<file path="config.mk">
export PLATFORM = sky130hd
export DESIGN_NAME = rc_serial_frame_parser_unit
export DESIGN_NICKNAME = d
export VERILOG_FILES = /design/src/sv/rcsfp_pkg.sv /design/src/sv/rcsfp_ram.sv /design/src/sv/rcsfp_sequencer.sv /design/src/sv/rcsfp_datapath.sv /design/src/sv/rc_serial_frame_parser_unit.sv
export SDC_FILE = /design/constraint.sdc
export NUM_CORES = 1
export LEC_CHECK = 0
export ABC_CLOCK_PERIOD_IN_PS = 6940
export BUFFER_PORTS_ARGS = -buffer_cell sky130_fd_sc_hd__buf_2
export CORE_UTILIZATION = 53
export DETAILED_ROUTE_END_ITERATION = 8
export PLACE_DENSITY_LB_ADDON = 0.3
export SYNTH_ARGS = -nofsm -noshare
export SYNTH_HDL_FRONTEND = slang
export SYNTH_HIERARCHICAL = 1
export SYNTH_SLANG_ARGS = --single-unit
</file>
<file path="constraint.sdc">
create_clock -name clk -period 6.94 [get_ports clk]
set_input_delay 0.347 -clock clk [delete_from_list [all_inputs] [get_ports clk]]
set_output_delay 0.347 -clock clk [all_outputs]
set_load 0.01 [all_outputs]
</file>
<file path="src/sv/rcsfp_pkg.sv">
package rcsfp_pkg;

    localparam int BYTE_W      = 8;
    localparam int IN_TDATA_W  = 8;
    localparam int EV_W        = 2;
    localparam int IDX_W       = 4;
    localparam int VAL_W       = 16;
    localparam int OUT_TDATA_W = 24;
    localparam int CFG_IDX_W   = 2;
    localparam int CFG_DATA_W  = 8;
    localparam int SUM_W       = 16;
    localparam int UPC_W       = 5;

    localparam logic [SUM_W-1:0]  SUM_INIT            = 16'hFFFF;
    localparam logic [BYTE_W-1:0] TICK_MAX            = 8'hFF;
    localparam logic [BYTE_W-1:0] GAP_TICKS_RST       = 8'd3;
    localparam logic [BYTE_W-1:0] CHANNEL_COMMAND_RST = 8'd64;

    // configuration register indexes
    localparam logic [CFG_IDX_W-1:0] REG_GAP_TICKS       = 2'd0;
    localparam logic [CFG_IDX_W-1:0] REG_CHANNEL_COMMAND = 2'd1;

    // event codes
    localparam logic [EV_W-1:0] EV_CHANNEL = 2'd0;
    localparam logic [EV_W-1:0] EV_FRAME   = 2'd1;
    localparam logic [EV_W-1:0] EV_BADSUM  = 2'd2;

    // input kinds
    localparam logic OP_BYTE = 1'b0;
    localparam logic OP_TICK = 1'b1;

    typedef enum logic [2:0] {
        PH_LENGTH   = 3'd0,
        PH_DATA     = 3'd1,
        PH_SUM_LOW  = 3'd2,
        PH_SUM_HIGH = 3'd3,
        PH_DISCARD  = 3'd4
    } phase_t;

    typedef enum logic [3:0] {
        U_NOP,
        U_TICK,
        U_GAP,
        U_LEN,
        U_DATA,
        U_SUML,
        U_SUMH,
        U_DISCARD,
        U_EMIT_STAT,
        U_CH_INIT,
        U_RD_LO,
        U_RD_HI,
        U_CAP_HI,
        U_EMIT_CH
    } uop_t;

    typedef enum logic [2:0] {
        C_NEXT,
        C_ALWAYS,
        C_NO_IN,
        C_BYTE,
        C_DISPATCH,
        C_CHAN,
        C_LAST_CH
    } cond_t;

    typedef struct packed {
        logic                accept;
        logic                wait_out;
        uop_t                uop;
        cond_t               cond;
        logic [UPC_W-1:0]    target;
    } uword_t;

    // sequencer -> datapath
    typedef struct packed {
        logic accept;
        uop_t uop;
    } ctrl_t;

    // datapath -> sequencer
    typedef struct packed {
        logic   in_valid;
        logic   is_tick;
        phase_t phase_eff;
        logic   chan_ok;
        logic   last_ch;
        logic   out_busy;
    } stat_t;

    // program addresses; the phase steps sit in phase order from A_PHASE on
    localparam logic [UPC_W-1:0] A_FETCH  = 5'd0;
    localparam logic [UPC_W-1:0] A_DECODE = 5'd1;
    localparam logic [UPC_W-1:0] A_TICK   = 5'd2;
    localparam logic [UPC_W-1:0] A_GAP    = 5'd3;
    localparam logic [UPC_W-1:0] A_PHASE  = 5'd4;
    localparam logic [UPC_W-1:0] A_DATA   = 5'd5;
    localparam logic [UPC_W-1:0] A_SUML   = 5'd6;
    localparam logic [UPC_W-1:0] A_SUMH   = 5'd7;
    localparam logic [UPC_W-1:0] A_DISC   = 5'd8;
    localparam logic [UPC_W-1:0] A_CHSEL  = 5'd9;
    localparam logic [UPC_W-1:0] A_STAT   = 5'd10;
    localparam logic [UPC_W-1:0] A_CHINIT = 5'd11;
    localparam logic [UPC_W-1:0] A_RDLO   = 5'd12;
    localparam logic [UPC_W-1:0] A_RDHI   = 5'd13;
    localparam logic [UPC_W-1:0] A_CAPHI  = 5'd14;
    localparam logic [UPC_W-1:0] A_EMIT   = 5'd15;
    localparam logic [UPC_W-1:0] A_LOOP   = 5'd16;

    // control store
    function automatic uword_t ucode(input logic [UPC_W-1:0] a);
        uword_t w;
        w = '{accept: 1'b0, wait_out: 1'b0, uop: U_NOP, cond: C_NEXT, target: A_FETCH};
        unique case (a)
            A_FETCH:  begin w.accept = 1'b1; w.cond = C_NO_IN; w.target = A_FETCH; end
            A_DECODE: begin w.cond = C_BYTE; w.target = A_GAP; end
            A_TICK:   begin w.uop = U_TICK; w.cond = C_ALWAYS; end
            A_GAP:    begin w.uop = U_GAP; w.cond = C_DISPATCH; w.target = A_PHASE; end
            A_PHASE:  begin w.uop = U_LEN; w.cond = C_ALWAYS; end
            A_DATA:   begin w.uop = U_DATA; w.cond = C_ALWAYS; end
            A_SUML:   begin w.uop = U_SUML; w.cond = C_ALWAYS; end
            A_SUMH:   begin w.uop = U_SUMH; w.cond = C_ALWAYS; w.target = A_CHSEL; end
            A_DISC:   begin w.uop = U_DISCARD; w.cond = C_ALWAYS; end
            A_CHSEL:  begin w.cond = C_CHAN; w.target = A_CHINIT; end
            A_STAT:   begin w.uop = U_EMIT_STAT; w.wait_out = 1'b1; w.cond = C_ALWAYS; end
            A_CHINIT: begin w.uop = U_CH_INIT; end
            A_RDLO:   begin w.uop = U_RD_LO; end
            A_RDHI:   begin w.uop = U_RD_HI; end
            A_CAPHI:  begin w.uop = U_CAP_HI; end
            A_EMIT:   begin w.uop = U_EMIT_CH; w.wait_out = 1'b1; w.cond = C_LAST_CH; end
            A_LOOP:   begin w.cond = C_ALWAYS; w.target = A_RDLO; end
            default:  begin w.cond = C_ALWAYS; end
        endcase
        return w;
    endfunction

endpackage

</file>
<file path="src/sv/rcsfp_ram.sv">
module rcsfp_ram #(
    parameter int WIDTH = 8,
    parameter int DEPTH = 29
) (
    input  logic                     clk,
    input  logic                     we,
    input  logic [$clog2(DEPTH)-1:0] waddr,
    input  logic [WIDTH-1:0]         wdata,
    input  logic [$clog2(DEPTH)-1:0] raddr,
    output logic [WIDTH-1:0]         rdata
);

    logic [WIDTH-1:0] mem [DEPTH];

    always_ff @(posedge clk)
    begin
        if (we)
        begin
            mem[waddr] <= wdata;
        end
        rdata <= mem[raddr];
    end

endmodule

</file>
<file path="src/sv/rcsfp_sequencer.sv">
module rcsfp_sequencer (
    input  logic            clk,
    input  logic            rst_n,
    input  rcsfp_pkg::stat_t stat,
    output rcsfp_pkg::ctrl_t ctrl
);

    import rcsfp_pkg::*;

    logic [UPC_W-1:0] upc_reg;
    logic [UPC_W-1:0] upc_next;
    uword_t           word;
    logic             stall;
    logic             take;

    assign word  = ucode(upc_reg);
    assign stall = word.wait_out && stat.out_busy;

    always_comb
    begin
        unique case (word.cond)
            C_NEXT:     take = 1'b0;
            C_ALWAYS:   take = 1'b1;
            C_NO_IN:    take = !stat.in_valid;
            C_BYTE:     take = !stat.is_tick;
            C_DISPATCH: take = 1'b1;
            C_CHAN:     take = stat.chan_ok;
            C_LAST_CH:  take = stat.last_ch;
            default:    take = 1'b1;
        endcase
    end

    always_comb
    begin
        priority if (stall)
        begin
            upc_next = upc_reg;
        end
        else if (word.cond == C_DISPATCH)
        begin
            upc_next = word.target + UPC_W'(stat.phase_eff);
        end
        else if (take)
        begin
            upc_next = word.target;
        end
        else
        begin
            upc_next = upc_reg + UPC_W'(1);
        end
    end

    always_comb
    begin
        ctrl.accept = word.accept;
        ctrl.uop    = stall ? U_NOP : word.uop;
    end

    always_ff @(posedge clk or negedge rst_n)
    begin
        if (!rst_n)
        begin
            upc_reg <= A_FETCH;
        end
        else
        begin
            upc_reg <= upc_next;
        end
    end

endmodule

</file>
<file path="src/sv/rcsfp_datapath.sv">
module rcsfp_datapath #(
    parameter int FRAME_MAX       = 32,
    parameter int HEADER_OVERHEAD = 3,
    parameter int CHANNEL_COUNT   = 14
) (
    input  logic                                  clk,
    input  logic                                  rst_n,
    input  rcsfp_pkg::ctrl_t                      ctrl,
    output rcsfp_pkg::stat_t                      stat,
    input  logic                                  s_tvalid,
    input  logic [rcsfp_pkg::IN_TDATA_W-1:0]      s_tdata,
    input  logic                                  s_tuser,
    output logic                                  m_tvalid,
    input  logic                                  m_tready,
    output logic [rcsfp_pkg::OUT_TDATA_W-1:0]     m_tdata,
    output logic [rcsfp_pkg::EV_W-1:0]            m_tuser,
    output logic                                  m_tlast,
    input  logic                                  cfg_valid,
    input  logic [rcsfp_pkg::CFG_IDX_W-1:0]       cfg_index,
    input  logic [rcsfp_pkg::CFG_DATA_W-1:0]      cfg_data
);

    import rcsfp_pkg::*;

    localparam int BUF_DEPTH = FRAME_MAX - HEADER_OVERHEAD;
    localparam int AW        = $clog2(BUF_DEPTH);
    localparam int CNT_W     = $clog2(BUF_DEPTH + 1);
    localparam int CH_W      = $clog2(CHANNEL_COUNT + 1);
    localparam int POS_W     = $clog2(2 * CHANNEL_COUNT + 3);

    // configuration
    logic [BYTE_W-1:0] gap_reg, cmd_reg;

    // parser state
    phase_t            phase_reg, phase_next;
    logic [BYTE_W-1:0] idle_reg, idle_next;
    logic [CNT_W-1:0]  count_reg, count_next;
    logic [CNT_W-1:0]  length_reg, length_next;
    logic [SUM_W-1:0]  sum_reg, sum_next;
    logic [BYTE_W-1:0] trailer_reg, trailer_next;
    logic [BYTE_W-1:0] byte0_reg, byte0_next;
    logic [BUF_DEPTH-1:0] valid_reg, valid_next;
    logic              ok_reg, ok_next;
    logic              chan_reg, chan_next;
    logic [CH_W-1:0]   ch_reg, ch_next;
    logic              rd_ok_reg, rd_ok_next;
    logic [BYTE_W-1:0] lo_reg, lo_next;
    logic [BYTE_W-1:0] hi_reg, hi_next;

    // latched input item
    logic              op_reg;
    logic [BYTE_W-1:0] byte_reg;

    // output register
    logic              out_valid_reg, out_valid_next;
    logic [EV_W-1:0]   ev_reg, ev_next;
    logic [IDX_W-1:0]  idx_reg, idx_next;
    logic [VAL_W-1:0]  val_reg, val_next;
    logic              last_reg, last_next;

    logic              gap_hit;
    logic              len_ok;
    logic              out_busy;
    logic              last_ch;
    logic [POS_W-1:0]  rd_pos;
    logic              rd_in_range;
    logic [AW-1:0]     raddr;
    logic [BYTE_W-1:0] ram_q;
    logic [BYTE_W-1:0] rd_byte;
    logic              ram_we;
    logic [31:0]       ch_wide;

    assign gap_hit  = idle_reg >= gap_reg;
    assign len_ok   = ({1'b0, byte_reg} <= 9'(FRAME_MAX)) && (byte_reg > 8'(HEADER_OVERHEAD));
    assign out_busy = out_valid_reg && !m_tready;
    assign ch_wide  = 32'(ch_reg);
    assign last_ch  = ch_wide == 32'(CHANNEL_COUNT - 1);

    // channel bytes live at buffer positions 2i+1 and 2i+2
    assign rd_pos      = POS_W'({ch_reg, 1'b0})
                       + ((ctrl.uop == U_RD_HI) ? POS_W'(2) : POS_W'(1));
    assign rd_in_range = 32'(rd_pos) < BUF_DEPTH;
    assign raddr       = AW'(rd_pos);
    assign rd_byte     = rd_ok_reg ? ram_q : '0;
    assign ram_we      = (ctrl.uop == U_DATA) && (32'(count_reg) < BUF_DEPTH);

    rcsfp_ram #(
        .WIDTH(BYTE_W),
        .DEPTH(BUF_DEPTH)
    ) u_buf (
        .clk   (clk),
        .we    (ram_we),
        .waddr (count_reg[AW-1:0]),
        .wdata (byte_reg),
        .raddr (raddr),
        .rdata (ram_q)
    );

    always_comb
    begin
        stat.in_valid  = s_tvalid;
        stat.is_tick   = (op_reg == OP_TICK);
        stat.phase_eff = gap_hit ? PH_LENGTH : phase_reg;
        stat.chan_ok   = ok_reg && chan_reg;
        stat.last_ch   = last_ch;
        stat.out_busy  = out_busy;
    end

    always_comb
    begin
        phase_next     = phase_reg;
        idle_next      = idle_reg;
        count_next     = count_reg;
        length_next    = length_reg;
        sum_next       = sum_reg;
        trailer_next   = trailer_reg;
        byte0_next     = byte0_reg;
        valid_next     = valid_reg;
        ok_next        = ok_reg;
        chan_next      = chan_reg;
        ch_next        = ch_reg;
        lo_next        = lo_reg;
        hi_next        = hi_reg;
        out_valid_next = out_valid_reg && !m_tready;
        ev_next        = ev_reg;
        idx_next       = idx_reg;
        val_next       = val_reg;
        last_next      = last_reg;
        rd_ok_next     = rd_in_range && valid_reg[raddr];

        unique case (ctrl.uop)
            U_NOP: ;
            U_TICK:
            begin
                if (idle_reg != TICK_MAX)
                begin
                    idle_next = idle_reg + 8'd1;
                end
            end
            U_GAP:
            begin
                idle_next = '0;
            end
            U_LEN:
            begin
                if (len_ok)
                begin
                    count_next  = '0;
                    length_next = CNT_W'(byte_reg - 8'(HEADER_OVERHEAD));
                    sum_next    = SUM_INIT - {8'h00, byte_reg};
                    phase_next  = PH_DATA;
                end
                else
                begin
                    phase_next = PH_DISCARD;
                end
            end
            U_DATA:
            begin
                if (ram_we)
                begin
                    valid_next[count_reg[AW-1:0]] = 1'b1;
                end
                if (count_reg == '0)
                begin
                    byte0_next = byte_reg;
                end
                count_next = count_reg + CNT_W'(1);
                sum_next   = sum_reg - {8'h00, byte_reg};
                if (count_reg + CNT_W'(1) >= length_reg)
                begin
                    phase_next = PH_SUM_LOW;
                end
            end
            U_SUML:
            begin
                trailer_next = byte_reg;
                phase_next   = PH_SUM_HIGH;
            end
            U_SUMH:
            begin
                ok_next    = sum_reg == {byte_reg, trailer_reg};
                chan_next  = byte0_reg == cmd_reg;
                phase_next = PH_DISCARD;
            end
            U_DISCARD:
            begin
                phase_next = PH_DISCARD;
            end
            U_EMIT_STAT:
            begin
                out_valid_next = 1'b1;
                ev_next        = ok_reg ? EV_FRAME : EV_BADSUM;
                idx_next       = '0;
                val_next       = '0;
                last_next      = 1'b1;
            end
            U_CH_INIT:
            begin
                ch_next = '0;
            end
            U_RD_LO: ;
            U_RD_HI:
            begin
                lo_next = rd_byte;
            end
            U_CAP_HI:
            begin
                hi_next = rd_byte;
            end
            U_EMIT_CH:
            begin
                out_valid_next = 1'b1;
                ev_next        = EV_CHANNEL;
                idx_next       = ch_wide[IDX_W-1:0];
                val_next       = {hi_reg, lo_reg};
                last_next      = last_ch;
                ch_next        = ch_reg + CH_W'(1);
            end
            default: ;
        endcase
    end

    always_ff @(posedge clk or negedge rst_n)
    begin
        if (!rst_n)
        begin
            gap_reg       <= GAP_TICKS_RST;
            cmd_reg       <= CHANNEL_COMMAND_RST;
            phase_reg     <= PH_LENGTH;
            idle_reg      <= TICK_MAX;
            count_reg     <= '0;
            byte0_reg     <= '0;
            valid_reg     <= '0;
            ok_reg        <= 1'b0;
            chan_reg      <= 1'b0;
            ch_reg        <= '0;
            rd_ok_reg     <= 1'b0;
            out_valid_reg <= 1'b0;
        end
        else
        begin
            if (cfg_valid && cfg_index == REG_GAP_TICKS)
            begin
                gap_reg <= cfg_data;
            end
            if (cfg_valid && cfg_index == REG_CHANNEL_COMMAND)
            begin
                cmd_reg <= cfg_data;
            end
            phase_reg     <= phase_next;
            idle_reg      <= idle_next;
            count_reg     <= count_next;
            byte0_reg     <= byte0_next;
            valid_reg     <= valid_next;
            ok_reg        <= ok_next;
            chan_reg      <= chan_next;
            ch_reg        <= ch_next;
            rd_ok_reg     <= rd_ok_next;
            out_valid_reg <= out_valid_next;
        end
    end

    always_ff @(posedge clk)
    begin
        if (ctrl.accept && s_tvalid)
        begin
            op_reg   <= s_tuser;
            byte_reg <= s_tdata;
        end
        length_reg  <= length_next;
        sum_reg     <= sum_next;
        trailer_reg <= trailer_next;
        lo_reg      <= lo_next;
        hi_reg      <= hi_next;
        ev_reg      <= ev_next;
        idx_reg     <= idx_next;
        val_reg     <= val_next;
        last_reg    <= last_next;
    end

    assign m_tvalid = out_valid_reg;
    assign m_tuser  = ev_reg;
    assign m_tlast  = last_reg;
    assign m_tdata  = {{(OUT_TDATA_W - VAL_W - IDX_W){1'b0}}, val_reg, idx_reg};

endmodule

</file>
<file path="src/sv/rc_serial_frame_parser_unit.sv">
// A tick item passes the decode and tick steps, a byte item the decode, gap and phase
// steps, before the next item is taken. A trailer byte giving a status result shows
// it after the channel-select and status-emit steps. A channel frame trailer emits
// CHANNEL_COUNT results, paced by two buffer reads per channel on the single read port.
// rst_n is asynchronous and active low: parser to length phase, buffer reads
// as zero, gap_ticks 3, channel_command 64, no result pending.
module rc_serial_frame_parser_unit #(
    parameter int FRAME_MAX       = 32,
    parameter int HEADER_OVERHEAD = 3,
    parameter int CHANNEL_COUNT   = 14
) (
    input  logic                              clk,
    input  logic                              rst_n,
    input  logic                              s_tvalid,
    output logic                              s_tready,
    input  logic [rcsfp_pkg::IN_TDATA_W-1:0]  s_tdata,   // [7:0] rx_byte
    input  logic                              s_tuser,   // [0] operation
    output logic                              m_tvalid,
    input  logic                              m_tready,
    output logic [rcsfp_pkg::OUT_TDATA_W-1:0] m_tdata,   // [3:0] channel_index,
                                                         // [19:4] channel_value
    output logic [rcsfp_pkg::EV_W-1:0]        m_tuser,   // [1:0] event_res
    output logic                              m_tlast,
    input  logic                              cfg_valid,
    output logic                              cfg_ready,
    input  logic [rcsfp_pkg::CFG_IDX_W-1:0]   cfg_index,
    input  logic [rcsfp_pkg::CFG_DATA_W-1:0]  cfg_data
);

    import rcsfp_pkg::*;

    ctrl_t ctrl;
    stat_t stat;

    assign s_tready  = ctrl.accept;
    assign cfg_ready = 1'b1;

    rcsfp_sequencer u_seq (
        .clk   (clk),
        .rst_n (rst_n),
        .stat  (stat),
        .ctrl  (ctrl)
    );

    rcsfp_datapath #(
        .FRAME_MAX       (FRAME_MAX),
        .HEADER_OVERHEAD (HEADER_OVERHEAD),
        .CHANNEL_COUNT   (CHANNEL_COUNT)
    ) u_dp (
        .clk       (clk),
        .rst_n     (rst_n),
        .ctrl      (ctrl),
        .stat      (stat),
        .s_tvalid  (s_tvalid),
        .s_tdata   (s_tdata),
        .s_tuser   (s_tuser),
        .m_tvalid  (m_tvalid),
        .m_tready  (m_tready),
        .m_tdata   (m_tdata),
        .m_tuser   (m_tuser),
        .m_tlast   (m_tlast),
        .cfg_valid (cfg_valid),
        .cfg_index (cfg_index),
        .cfg_data  (cfg_data)
    );

endmodule

</file>
# Word level (Yosys, flattened, before mapping)

Memory sizes are Yosys's and may differ from the RTL's. A register that Yosys moved wholly into a read port is not among the register bits.
Index checks and enable logic that the tools add are counted.

Output and inout bits: 30
Input bits: 24
Bits in writable memories: 232
Memories kept: 1
Register bits after elaboration: 159

Memories:

| memory         | words | bits a word | rd ports | clocked after memory_dff | wr ports | line            | RTL |
|---|---|---|---|---|---|---|---|
| u_dp.u_buf.mem | 29    | 8           | 1        | 1                        | 1        | rcsfp_ram.sv:13 | `logic [WIDTH-1:0] mem [DEPTH];` |

Reduce and logical (&&, ||, !) cells: 32
Multiplexer cells: 34
Equality and inequality tests: 41
Bitwise operators: 1
Order comparisons: 9
$add $sub $neg: 9

Operators by type and width:

| kind                                                                          | number |
|---|---|
| 16-bit one-hot mux with 2 select lines                                        | 2 |
| 4-bit one-hot mux with 13 select lines                                        | 1 |
| 5-bit by 4-bit == test with 1-bit output (second input constant)              | 8 |
| 29-bit OR                                                                     | 1 |
| 4-bit == test (second input constant)                                         | 6 |
| 5-bit by 3-bit == test with 1-bit output (second input constant)              | 4 |
| 4-bit one-hot mux with 5 select lines                                         | 1 |
| 3-bit one-hot mux with 6 select lines                                         | 1 |
| 16-bit == test                                                                | 1 |
| 4-bit by 3-bit == test with 1-bit output (second input constant)              | 4 |
| 16-bit two-way mux                                                            | 1 |
| 8-bit two-way mux                                                             | 2 |
| 4-bit one-hot mux with 2 select lines                                         | 2 |
| 8-bit one-hot mux with 2 select lines                                         | 1 |
| 16-bit by 8-bit subtractor with 16-bit output                                 | 1 |
| 5-bit two-way mux                                                             | 3 |
| 5-bit by 6-bit less-than comparator with 1-bit output (second input constant) | 2 |
| 3-bit one-hot mux with 4 select lines                                         | 1 |
| 2-bit AND reduction                                                           | 6 |
| 5-bit by 1-bit adder with 5-bit output (second input constant)                | 2 |
| 5-bit by 2-bit == test with 1-bit output (second input constant)              | 2 |
| 1-bit logical AND                                                             | 10 |
| 5-bit logical NOT                                                             | 2 |
| 5-bit less-than comparator (second input constant)                            | 2 |
| other kinds (39)                                                              | 60 |

# Depth between registers and ports, before layout

Gate-level depths: netlist (run 1).

Depth after elaboration: 11
Gate-level depth with buffers: 23
Depth with buffers taken out: 17

# Modules after synthesis

Netlist (run 1), hierarchy kept.

Modules (own cells, without submodules):

| module                      | times used | cells each | area an instance (um^2) | seq. area each (um^2) |
|---|---|---|---|---|
| rcsfp_ram                   | 1          | 467        | 9321.4                  | 7126.8 |
| rcsfp_datapath              | 1          | 619        | 7513.5                  | 4252.8 |
| rcsfp_sequencer             | 1          | 126        | 939.7                   | 125.1 |
| rc_serial_frame_parser_unit | 1          | 2          | 11.3                    | 0.0 |

# Least setup slack after synthesis (run 1)

OpenSTA, ideal clock, no wires.

Path type: reg-to-reg
Start point: reg u_seq.upc_reg[0]
End point: reg u_dp.u_buf.rdata[4], read port of u_dp.u_buf.mem
Cell stages (with the launch flop): 23
Library setup time: 0.120 ns
Slack: 2.146 ns
Arrival: 4.674 ns
Buffers on the path: 6
Path through: dfrtp_1 > ha_1 > clkbuf_1 > and3_1 > ha_1 > clkbuf_2 > o21ai_1 > inv_1 > nor2_1 > a21oi_1 > nor3_1 > buf_4 > nand2_4 > nor3b_2 > buf_6 > ha_1 > ha_1 > xor2_1 > buf_4 > clkbuf_1 > mux4_2 > a22oi_1 > a21oi_1

RTL lines:

| element                  | line                  | RTL |
|---|---|---|
| start: declaration       | rcsfp_sequencer.sv:10 | `logic [UPC_W-1:0] upc_reg;` |
| start signal: assignment | rcsfp_sequencer.sv:67 | `upc_reg <= upc_next;` |
| end: declaration         | rcsfp_ram.sv:10       | `output logic [WIDTH-1:0] rdata` |

==> results of run 1 <==
[logic make-up (layout without fill, tap and decap cells)]
family | after synthesis | count (layout) | share of synthesized area, %
DFF | 399 | 399 | 64.7
and+or+nand+nor | 316 | 316 | 9.74
buffers and inverters | 102 | 199 | 3.15
adders and majority gates | 41 | 41 | 2.97
xor gates and xnor gates | 48 | 48 | 2.36
AOI/OAI and AO/OA | 200 | 200 | 7.41
muxes | 106 | 106 | 9.64
other | 2 | 5 | 0.0422
[power by group]
| part | internal [uW] | leakage (uW) | total, uW | switching (uW) |
|---|---|---|---|---|
| clock network | 1300 | 0.000674 | 2180 | 880 |
| registers | 2850 | 0.00391 | 3020 | 168 |
| logic | 563 | 0.00275 | 1430 | 866 |
| total | 4710 | 0.00733 | 6620 | 1910 |
[routing by layer]
layer / GRT usage [%] / up-vias / part of all wire [%]
met5: 0 / - / 0
met4: 5.69 / 0 / 1.9
met3: 3.44 / 54 / 5.7
met2: 36.7 / 327 / 49
met1: 29.9 / 5121 / 44
li1: - / 4715 / -
[cell type report]
class | instances | area (um2)
Clock inverter | 22 | 194
Clock buffer | 56 | 1160
Timing Repair Buffer | 80 | 505
Tap cell | 442 | 553
Sequential cell | 399 | 11500
Multi-Input combinational cell | 716 | 5770
Fill cell | 2485 | 12900
Inverter | 41 | 155
[worst max-delay path: stages (launching register included)]
cell and delay [ns]:
dfrtp_1 0.43, ha_1 0.37, and3_1 0.25, ha_1 0.29, o21ai_1 0.49, inv_1 0.16
nor2_1 0.49, a21oi_1 0.15, a21oi_1 0.68, nand2_4 0.14, nor3b_4 0.32, ha_1 0.23
ha_2 0.22, xor2_4 0.60, buf_4 0.37, nor3_2 0.14, a221oi_1 0.35, and3_1 0.29
a21oi_1 0.06
[stage by stage]
| stage | hold WS, ns | utilization (%) | instance area, um2 |
|---|---|---|---|
| after global routing | 0.0445 | 60.5 | 19800 |
| after CTS | 0.00836 | 60.5 | 19800 |
| after global placement | 0.441 | 56.1 | 18400 |
| after detailed placement | 0.445 | 56.1 | 18400 |
| after floorplan | 0.0514 | - | 17800 |
| final | -0.0253 | 60.5 | 19800 |
[worst max path at each step]
stage / startpoint / endpoint / slack [ns] / depth (start not counted)
global route: u_seq/upc_reg[0]$_DFFE_PN0N_ / u_dp/u_buf/rdata[0]$_DFF_P_ / 0.24 / 16
finish: u_seq/upc_reg[0]$_DFFE_PN0N_ / u_dp/u_buf/rdata[6]$_DFF_P_ / 0.79 / 18
detailed placement: u_seq/upc_reg[0]$_DFFE_PN0N_ / u_dp/u_buf/rdata[0]$_DFF_P_ / 0.84 / 16
floorplan: u_seq/upc_reg[0]$_DFFE_PN0N_ / u_dp/u_buf/rdata[4]$_DFF_P_ / 2.15 / 22
CTS: u_seq/upc_reg[0]$_DFFE_PN0N_ / u_dp/u_buf/rdata[0]$_DFF_P_ / 0.80 / 16
global placement: u_seq/upc_reg[0]$_DFFE_PN0N_ / u_dp/u_buf/rdata[0]$_DFF_P_ / 1.07 / 16
[layout by cell type, fill, tap and decap left out, types with 8 or more instances in the layout]
cell type and count:
edfxtp_1 309, nand2_1 63, nor2b_1 16, dfrtp_1 71, dfstp_2 11, nor2_1 70
a22oi_1 16, nor3_1 19, xor2_1 27, nand3b_1 16, clkbuf_1 9, and3_1 15
dlygate4sd3_1 9, clkinv_1 8, nand3_1 11, clkbuf_16 43, o21bai_1 17, a221oi_1 10
ha_1 38, buf_4 24, xnor2_1 20, inv_1 39, mux4_1 11, clkinv_2 10
and2_1 32, mux2_2 36, mux4_2 34, nand2b_1 12, a21oi_1 46, a21o_1 12
buf_2 47, nand4_1 10, mux2i_1 24, dfxtp_1 8, o21ai_0 50
[timing repair]
item | 4_1_cts | 5_1_grt
hold buffers | 9 | 0
endpoints found under the hold margin | 9 | 0
setup buffers | 0 | 0
==> impl_metrics.py, run 1 <==
metrics = {
    "status": {
        "status": "finished with violations",
        "violations": "hold timing",
    },
    "synth": {
        "ys_ff_latch": 399,
        "synth_ff_type": "edfxtp_1",
        "synthMostInstantiatedCell": "edfxtp_1",
        "synth_common_cells": "edfxtp_1 (309), dfrtp_1 (71), nor2_1 (71)",
        "ys_warn_count": 6,
        "yosysTopAreaCell": "edfxtp_1",
        "synth_top_area_share_pct": 52.2,
        "syn-instance-count": 1214,
        "async_flop_share_pct": 20.6,
        "synth_area_mm2": 0.0178,
        "seq_area_frac_synth_pct": 64.7,
        "synth.area.top_cells": "edfxtp_1 (52%), dfrtp_1 (10%), mux4_2 (4.3%), ha_1 (2.7%), mux2_2 (2.3%)",
        "synth_edf_count": 309,
        "synth.avg_cell_area_um2": 14.7,
        "synth.distinct_cells": 83,
    },
    "timing": {
        "rsz0062_at_grt": "false",
        "finalSetupViolCount": 0,
        "slew_headroom_pct": 29.3,
        "final.min_clock_period_ns": 6.15,
        "min_period_over_period_pct": 88.7,
        "setup_ws_ns": 0.787,
        "timing.hold.ws_ns": -0.0253,
        "fin_skew_ns": 0.0157,
        "slew_violations": 0,
        "hold_viol": 23,
        "setup_tns_ns": 0,
        "fmax_ghz": 0.163,
        "tightest_slew_ns": 1.06,
    },
    "place": {
        "gp_congestion": 0.859,
        "place_inst": 1669,
        "dp_hpwl_um": 23300,
        "port_buffers": 48,
        "post-place-ws_ns": 0.844,
    },
    "grt": {
        "grt_max_degree": 83,
        "grt_pass1_vias": 10000,
        "grt_pass1_wl_um": 57000,
        "antenna_found_initial": 0,
        "overflow": 0,
        "grtUsageTotal_pct": 21.9,
    },
    "hold_path": {
        "min_path_type": "in -> async",
    },
    "cts": {
        "post_cts_resize_count": 0,
        "clock_latency_ns": 0.55,
        "numCtsBuffers": 43,
        "cts_root_buffer": "clkbuf_16",
        "cts-htree-levels": 2,
        "cts_tree": "yes",
        "clockBufferDepth": 3,
        "clk_pin_slew_ns": 0.06,
        "clkSinkCount": 399,
    },
    "pwr": {
        "finalPower_uw": 6620,
        "leakagePower_uw": 0.00733,
        "ir_drop_v": 0.000252,
        "power.density_mw_per_mm2": 334,
    },
    "worst_setup_path": {
        "rr_endpoint": "u_dp/u_buf/rdata[6]$_DFF_P_",
        "r2r_cells": 18,
        "crit_path_start_kind": "flop",
        "r2r_setup_slack_ns": 0.79,
        "crit_type": "reg -> reg",
        "cp.arrival_ns": 6.58,
        "worstPathRequired_ns": 7.37,
        "cp-end-kind": "flop",
        "reg2reg_from": "u_seq/upc_reg[0]$_DFFE_PN0N_",
        "cp_max_fo": 21,
    },
    "drt": {
        "drc": 0,
        "drt_iter0_drc": 866,
        "firstDrtPassIters": 5,
        "viasPerCell": 5.82,
        "antenna_left": 0,
        "wl_per_cell_um": 20.5,
        "wirelength_um": 36000,
        "num_vias": 10200,
    },
    "final_layout": {
        "diodes": 0,
        "fin_cells": 1756,
        "fin_nets": 1346,
        "layout-drive-gt1-share_pct": 19.3,
        "areaGrowthSynthToFinish_pct": 11.6,
        "largest_register_ffs": 232,
    },
    "floorplan": {
        "dieWidth_um": 185,
        "initial_core_util_pct": 54.3,
        "dieArea_mm2": 0.0343,
        "row_count": 66,
        "core_area_mm2": 0.0328,
        "io_pins": 54,
        "fp.dieH_um": 185,
    },
    "run": {
        "cap_viol_max_count": 0,
    },
}
Power figures use the tool's default switching activity.
==> run 2: changes to the inputs <==
--- a/config.mk
+++ b/config.mk
@@ -7,7 +7,7 @@
 export LEC_CHECK = 0
 export ABC_CLOCK_PERIOD_IN_PS = 6940
 export BUFFER_PORTS_ARGS = -buffer_cell sky130_fd_sc_hd__buf_2
-export CORE_UTILIZATION = 53
+export CORE_UTILIZATION = 62
 export DETAILED_ROUTE_END_ITERATION = 8
 export PLACE_DENSITY_LB_ADDON = 0.3
 export SYNTH_ARGS = -nofsm -noshare
==> impl_metrics.py, run 2 (synthesis results as in run 1) <==
metrics = {
    "place": {
        "dp_hpwl_um": 23500,
        "port_buffers": 48,
        "gp_congestion": 0.839,
    },
    "floorplan": {
        "dieArea_mm2": 0.0294,
        "io_pins": 54,
        "dieWidth_um": 171,
        "row_count": 61,
        "initial_core_util_pct": 63.5,
        "fp.dieH_um": 171,
        "core_area_mm2": 0.0280,
    },
    "drt": {
        "met1_length_um": 15200,
        "antenna_left": 0,
        "highest_layer": "met4",
        "viasPerCell": 6.22,
        "wirelength_um": 36800,
        "drt_iter0_drc": 1030,
        "wl_met3_um": 2520,
        "firstDrtPassIters": 6,
        "num_vias": 10500,
        "wl_per_cell_um": 21.8,
        "wl_met2_um": 17900,
        "drc": 0,
    },
    "cts": {
        "cts-htree-levels": 2,
        "post_cts_resize_count": 0,
        "clk_pin_slew_ns": 0.06,
        "cts_root_buffer": "clkbuf_16",
        "clock_latency_ns": 0.54,
        "clockBufferDepth": 3,
        "cts_tree": "yes",
        "cts_setup_buffers": 0,
        "clkSinkCount": 399,
        "numCtsBuffers": 41,
    },
    "timing": {
        "hold_viol": 21,
        "min_period_over_period_pct": 92.7,
        "slew_headroom_pct": 27.6,
        "setup_tns_ns": 0,
        "timing.hold.ws_ns": -0.0389,
        "fmax_ghz": 0.155,
        "final.min_clock_period_ns": 6.44,
        "slew_violations": 0,
        "tightest_slew_ns": 1.08,
        "finalSetupViolCount": 0,
        "rsz0062_at_grt": "false",
        "fin_skew_ns": 0.0170,
    },
    "hold_path": {
        "min_path_type": "in -> async",
    },
    "grt": {
        "grt_max_degree": 83,
        "antenna_found_initial": 0,
        "grt_pass1_wl_um": 56800,
        "grtUsageTotal_pct": 26.0,
        "overflow": 0,
        "grt_pass1_vias": 10200,
    },
    "status": {
        "violations": "hold timing",
        "status": "finished with violations",
    },
    "worst_setup_path": {
        "cp.arrival_ns": 6.86,
        "critPathMaxStageDelay_ns": 0.70,
        "crit_path_start_kind": "flop",
        "critPathSlowestCell": "a21oi_1",
        "path_cells": "ha_1 > and3_1 > ha_1 > o21ai_1 > inv_1 > nor2_1 > a21oi_1 > a21oi_1 > nand2_4 > nor3b_4 > buf_4 > ha_1 > ha_2 > buf_4 > mux4_2 > a22oi_1 > and3_1 > a21oi_1",
        "worstPathRequired_ns": 7.36,
        "crit_type": "reg -> reg",
        "cp_max_fo": 33,
        "cp-end-kind": "flop",
    },
    "run": {
        "cap_viol_max_count": 0,
    },
    "final_layout": {
        "final_common_cell": "edfxtp_1",
        "layout-drive-gt1-share_pct": 18.8,
        "areaGrowthSynthToFinish_pct": 10.6,
        "layout_common_cells": "edfxtp_1 (309), nor2_1 (71), dfrtp_1 (71)",
        "largest_register_ffs": 232,
        "fin_nets": 1341,
        "fin_util_pct": 70.2,
    },
    "pwr": {
        "power.density_mw_per_mm2": 334,
        "leakagePower_uw": 0.00727,
        "ir_drop_v": 0.000234,
    },
}
run 2: cell types whose count changed in the layout (fill, tap and decap cells not counted), sizes merged:
cell      before  now
diode          0    1
clkinvlp       0    1
clkinv        18   14
buf           71   68
inv           42   41
clkbuf        56   57
run 2: per-layer routing:
metal	vias up	track usage, %
li1	4704	-
met1	5274	34.9
met2	428	42.8
met3	83	4.44
met4	0	9.70
met5	-	0
run 2: layout make-up:
class | count | area (um2)
inverter | 41 | 155
clock inverter | 18 | 191
sequential | 399 | 11500
antenna | 1 | 2.50
fill | 1839 | 8340
timing repair buffer | 77 | 483
tap | 378 | 473
multi-input combinational | 716 | 5760
clock buffer | 57 | 1110
run 2: path summary, 6_finish.rpt:
kind | from | endpoint | slack (ns) | depth (start not counted)
worst min register to register | u_dp/valid_reg[13]$_DFFE_PN0P_ | u_dp/valid_reg[13]$_DFFE_PN0P_ | 0.47 | 1
worst min-delay path | rst_n | u_dp/valid_reg[25]$_DFFE_PN0P_ | -0.04 | 1
worst max-delay path | u_seq/upc_reg[0]$_DFFE_PN0N_ | u_dp/u_buf/rdata[6]$_DFF_P_ | 0.50 | 18
min in group clk | cfg_data[1] | u_dp/gap_reg[1]$_DFFE_PN1P_ | 0.05 | 3
worst max register to register | u_seq/upc_reg[0]$_DFFE_PN0N_ | u_dp/u_buf/rdata[6]$_DFF_P_ | 0.50 | 18
max in group asynchronous | rst_n | u_seq/upc_reg[2]$_DFFE_PN0N_ | 6.25 | 1
run 2: critical path, delay by kind of cell (launching register included):
family	cells	cell delay, ns
fa+ha+maj	4	1.55
buf+inv	3	0.94
compound gates	5	1.67
flops	1	0.43
simple gates	5	1.31
mux	1	0.38
run 2: metrics by stage:
step / power (uW) / area [um2] / instances / hold slack (ns) / setup WS, ns
floorplan: 4080 / 17800 / 1217 / 0.0514 / 2.15
global placement: 4430 / 18300 / 1602 / 0.438 / 1.03
detailed placement: 4490 / 18300 / 1602 / 0.442 / 0.721
CTS: 6600 / 19700 / 1686 / 0.0274 / 0.654
global route: 6860 / 19700 / 1686 / 0.0473 / 0.220
finish: 6580 / 19700 / 1687 / -0.0389 / 0.504
run 2: power by group:
group	leakage (uW)	internal (uW)	switching, uW
clock	0.000629	1230	877
combinational	0.00273	560	871
sequential	0.00391	2850	191
total	0.00727	4640	1940
run 2: timing repair:
| item | CTS | global route |
|---|---|---|
| hold buffers | 9 | 0 |
| endpoints found under the hold margin | 9 | 0 |
| endpoints found under the setup margin | 0 | 0 |
